<file path="src/design/rpi_pkg.sv">
// Shared types and constants for the radial profile interpolator.
// No dependencies; used by rpi_div, the core and the testbench.
package rpi_pkg;

  localparam int MAX_GRID    = 64;
  localparam int MAX_SPECIES = 8;
  localparam int GRID_AW     = $clog2(MAX_GRID);
  localparam int SPEC_AW     = $clog2(MAX_SPECIES);
  localparam int FRAC_BITS   = 16;

  localparam logic [2:0] CMD_QUERY = 3'd0;
  localparam logic [2:0] CMD_GRID  = 3'd1;
  localparam logic [2:0] CMD_DENS  = 3'd2;
  localparam logic [2:0] CMD_TEMP  = 3'd3;
  localparam logic [2:0] CMD_ROT   = 3'd4;

  localparam logic       CFG_GRID_POINTS   = 1'b0;
  localparam logic       CFG_SPECIES_COUNT = 1'b1;

  localparam logic [1:0] STAT_OK    = 2'd0;
  localparam logic [1:0] STAT_BELOW = 2'd1;
  localparam logic [1:0] STAT_ABOVE = 2'd2;

  typedef struct packed {
    logic [2:0]  cmd;
    logic [5:0]  point_index;
    logic [2:0]  species_sel;
    logic [31:0] table_word;
    logic [31:0] rho_pos;
    logic [15:0] major_radius;
  } in_word_t;

  typedef struct packed {
    logic [31:0]        density;
    logic [31:0]        temperature;
    logic signed [47:0] flow;
    logic [1:0]         status;
  } out_word_t;

  typedef enum logic [2:0] {
    ST_IDLE, ST_CHK0, ST_CHKN, ST_SCAN, ST_DIV, ST_MUL, ST_OUT
  } state_t;

endpackage

</file>
<file path="src/design/rpi_div.sv">
// Restoring divider for the Q0.16 interpolation fraction, one bit a cycle.
// Depends on rpi_pkg; requires dividend below divisor.
module rpi_div (
  input  logic                           clk,
  input  logic                           rst,
  input  logic                           start,
  input  logic [31:0]                    dividend,
  input  logic [31:0]                    divisor,
  output logic                           done,
  output logic [rpi_pkg::FRAC_BITS-1:0]  quotient
);
  import rpi_pkg::*;

  logic [31:0] rem;
  logic [31:0] dsr;
  logic [4:0]  cnt;
  logic        run;
  logic [32:0] shifted;
  logic        fits;

  assign shifted = {rem, 1'b0};
  assign fits    = shifted >= {1'b0, dsr};

  always_ff @(posedge clk) begin
    if (rst) begin
      run  <= 1'b0;
      done <= 1'b0;
      cnt  <= '0;
    end else begin
      done <= 1'b0;
      if (start) begin
        run <= 1'b1;
        cnt <= '0;
      end else if (run) begin
        cnt <= cnt + 5'd1;
        if (cnt == 5'(FRAC_BITS - 1)) begin
          run  <= 1'b0;
          done <= 1'b1;
        end
      end
    end
  end

  always_ff @(posedge clk) begin
    if (start) begin
      rem      <= dividend;
      dsr      <= divisor;
      quotient <= '0;
    end else if (run) begin
      // shift in one quotient bit, subtract when the divisor fits
      rem      <= fits ? 32'(shifted - {1'b0, dsr}) : shifted[31:0];
      quotient <= {quotient[FRAC_BITS-2:0], fits};
    end
  end
endmodule

</file>
<file path="config.mk">
export PLATFORM = sky130hd
export DESIGN_NAME = rpi_div
export DESIGN_NICKNAME = d
export VERILOG_FILES = /design/src/design/rpi_pkg.sv /design/src/design/rpi_div.sv
export SDC_FILE = /design/constraint.sdc
export NUM_CORES = 1
export LEC_CHECK = 0
export BUFFER_PORTS_ARGS = -buffer_cell sky130_fd_sc_hd__buf_2
export CAP_MARGIN = 20
export CORE_UTILIZATION = 50
export CTS_CLUSTER_DIAMETER = 40
export CTS_CLUSTER_SIZE = 28
export DETAILED_ROUTE_END_ITERATION = 8
export HOLD_SLACK_MARGIN = 0.05
export MAX_ROUTING_LAYER = met4
export PLACE_DENSITY = 0.78
export SLEW_MARGIN = 15
export SYNTH_ARGS = -nofsm -noshare
export SYNTH_HDL_FRONTEND = slang
export SYNTH_SLANG_ARGS = --single-unit
export TNS_END_PERCENT = 50
</file>
<file path="constraint.sdc">
create_clock -name clk -period 2.8 [get_ports clk]
set_input_delay 0.14 -clock clk [delete_from_list [all_inputs] [get_ports clk]]
set_output_delay 0.14 -clock clk [all_outputs]
set_load 0.01 [all_outputs]
</file>
==> flow_metrics.tcl <==
set metrics [dict create \
    p_switching_mw 2.21 \
    grt_pass1_vias 4944 \
    drt_first_pass_iters 5 \
    ys_types 65 \
    r2r_slack_ns -0.15 \
    synth_flop_cell "edfxtp_1" \
    yosys.area_share.simple_pct 15.1 \
    cp-endpoint "rem[26]" \
    power_frac_comb_pct 51.9 \
    timing.rr.end "rem[26]" \
    synth_area_per_cell_um2 9.60 \
    layout-drive-gt1-share_pct 26.4 \
    io_pins 84 \
    yosysWarnings 0 \
    p_int_mw 3.30 \
    final-hold-violation-count 0 \
    die_h_um 106 \
    first_iter_violations 378 \
    synth-edff-count 64 \
    power.density_nw_per_um2 768 \
    clock_latency_ns 0.40 \
    min_from "dividend[15]" \
    ys_seq_elements 87 \
    vias 4959 \
    irDropWorstVdd_mv 0.582 \
    synthArstFlopShare_pct 0 \
    drc 0 \
    final_max_slew_viol_count 0 \
    grt_first_pass_wirelength_um 23300 \
    synth-compound-area-share_pct 18.4 \
    hp-class "primary input to flip-flop" \
    avgRoutedWirePerCell_um 16.9 \
    place_ws_ns -0.128 \
    reg2reg_depth 9 \
    worstHoldPathCells 2 \
    wl_um 14700 \
    start_util_pct 51.9 \
    place_congestion 0.919 \
    yosysSeqAreaShare_pct 44.1 \
    core_area_um2 10400 \
    grt_max_degree 89 \
    synthCells 563 \
    syn-cell-area_um2 5410 \
    period_needed_ns 2.95 \
    outcome "finished with violations" \
    cts.sinks 87 \
    leakage_nw 3.09 \
    finClkSkew_ns 0.0208 \
    pwr-share-seq_pct 31.9 \
    path_max_fanout 4 \
    fmax_ghz 0.339 \
    setup-tns-final_ns -0.392 \
    violations "negative setup slack" \
    antenna_cells 0 \
    grt-ovfl-total 0 \
    utilization_pct 68.9 \
    antenna_left 0 \
    synthXorXnorAreaFrac_pct 4.86 \
    synth_top_family_by_area "compound AO/OA/AOI/OAI gates" \
    crit_type "flip-flop to flip-flop" \
    grt_util_all_layers_pct 27.3 \
    clockBufferDepth 2 \
    worst_setup_path_end_kind "flip-flop" \
    cts_made_buffers 9 \
    r2r_start "rem[10]" \
    crit_path_start "rem[10]" \
    p_clk_share_pct 16.2 \
    grt_setup_unrepaired "yes" \
    nets 828 \
    worstPathRequired_ns 2.97 \
    tritoncts "built" \
    place_hpwl_um 9680 \
    switching_share_pct 40.1 \
    finalWorstSetupSlack_ns -0.153 \
    fp.dieArea_um2 11200 \
    worst_slew_pin_slew_ns 0.891 \
    ctsHtreeMaxLevel 3 \
    vias_per_cell 5.72 \
    cts_root_buffer "clkbuf_8" \
    synthMuxAreaShare_pct 3.75 \
    setup_viol 4 \
    grt_antenna_before_repair 0 \
    start_kind "flip-flop" \
    die_w_um 106 \
    arrival_ns 3.12 \
    synth_adder_area_share_pct 8.24 \
    max_slew_margin_pct 40.6 \
    syn_nets 665 \
    fin_crit_sh_pct 105 \
    max_cap_viol_count 0 \
    area_growth_pct 32.7 \
    io_buffers 83 \
    num_rows 37 \
    p_total_mw 5.51 \
    clk_pin_slew_worst_paths_ns 0.11 \
]
## power groups by stage
| stage | clock, mW | combinational, mW | sequential [mW] |
|---|---|---|---|
| 2_1_floorplan | 0 | 1.75 | 1.73 |
| 3_3_place_gp | 0 | 2.47 | 1.75 |
| 3_5_place_dp | 0 | 2.53 | 1.76 |
| 4_1_cts | 0.907 | 2.63 | 1.74 |
| 5_1_grt | 0.947 | 3.09 | 1.78 |
| 6_report | 0.891 | 2.86 | 1.76 |
## worst min path at each step
| stage | to | slack [ns] |
|---|---|---|
| detailed placement | run | 0.32 |
| finish | rem[15] | 0.08 |
| CTS | rem[6] | 0.05 |
| floorplan | run | 0.21 |
| global placement | run | 0.31 |
| global route | rem[2] | 0.08 |
## layout by cell type, fill, tap and decap left out, drive strengths merged, types with 3 or more instances in the layout
cell	synthesis	layout
dlygate4sd3	0	50
a211o	3	3
nand2	64	64
a211oi	6	6
xnor2	16	16
o311ai	11	11
buf	13	132
and3	8	8
or2	3	3
inv	42	46
o31ai	5	5
a221oi	3	3
nor3	11	11
edfxtp	64	64
a31oi	12	12
clkbuf	17	9
xor2	14	14
a221o	4	4
nor4	3	3
o211ai	5	5
nand2b	6	6
clkinv	0	3
mux2i	18	18
o21ai	25	25
a21oi	35	35
nand4	4	4
nand3	17	17
nor2	55	55
ha	34	34
dfxtp	23	23
a21o	10	10
## synth_stat cells (2+ instances only)
cell type	count	share of area, %
xnor2_1	16	2.6
buf_6	3	0.62
buf_1	3	0.21
a41o_1	2	0.37
and2_1	2	0.23
edfxtp_1	64	36
o21ai_1	2	0.19
a211o_1	3	0.49
o21bai_1	2	0.28
clkbuf_1	17	1.2
o21a_1	2	0.28
nor3_1	11	1.0
a221oi_1	3	0.49
ha_1	34	7.9
nand4_1	3	0.35
mux2i_1	18	3.3
a31oi_1	12	1.4
o22ai_1	2	0.23
o21ai_0	23	2.1
mux2_2	2	0.42
a211oi_1	5	0.69
buf_2	7	0.65
nand2_1	63	4.4
a2111oi_0	2	0.32
o311ai_1	6	0.97
or2_2	3	0.35
a21o_1	10	1.4
nand2b_1	6	0.69
a221o_1	4	0.74
o311ai_0	5	0.81
nor4_1	2	0.23
xor2_1	14	2.3
dfxtp_1	23	8.5
a21oi_1	33	3.1
nand3_1	17	1.6
inv_1	42	2.9
nor2_1	55	3.8
o31ai_1	5	0.69
and3_1	8	0.93
o211ai_1	4	0.56
## final cells by class
type | instances | area, µm²
flip-flops and latches | 87 | 2380
clock inverters | 7 | 71.3
fillers | 796 | 3240
inverters | 42 | 158
repair buffers | 182 | 1320
multi-input cells | 404 | 2950
well taps | 136 | 170
clock buffers | 9 | 124
## stage by stage
step           hold WS, ns  area [µm²]  cells
2_1_floorplan        0.209        5410    563
3_3_place_gp         0.310        6220    797
3_5_place_dp         0.317        6220    797
4_1_cts             0.0506        6950    862
5_1_grt             0.0815        7170    867
6_report            0.0790        7170    867
## flip-flops by register name, indices dropped and copies added (netlist names)
register	count
quotient	16
run	1
rem	32
done	1
dsr	32
cnt	5
## layer usage
metal	part of all wire [%]	GRT usage (%)	vias up
met2	48	44.7	216
li1	-	-	2375
met5	0	-	-
met4	2.2	10.3	0
met3	6.4	5.46	25
met1	44	33.5	2343
## critical path, cell delays in order (launching register included)
cell and delay [ns]:
edfxtp_1 0.43, ha_1 0.39, a21oi_2 0.25, o211ai_1 0.17, a221oi_1 0.48, a21oi_2 0.13, o221ai_2 0.27, a21oi_1 0.14
xor2_1 0.16, a221o_1 0.31
## cell families (layout without fill, tap and decap cells)
group | Yosys count | count (layout)
AND/OR/NAND/NOR | 178 | 178
XOR/XNOR | 30 | 30
adder cells (fa/ha/maj) | 35 | 35
flip-flops | 87 | 87
multiplexers | 20 | 20
AO/OA/AOI/OAI | 141 | 141
buffers and inverters | 72 | 240
## timing repair
action | 4_1_cts | 5_1_grt
resized for setup | 8 | 33
hold endpoints to repair | 49 | 1
gates cloned | 0 | 0
pin swaps | 2 | 10
hold buffers | 49 | 1
endpoints found under the setup margin | 7 | 32
setup buffers | 0 | 4
No activity file was read; power rests on OpenSTA's default activity.
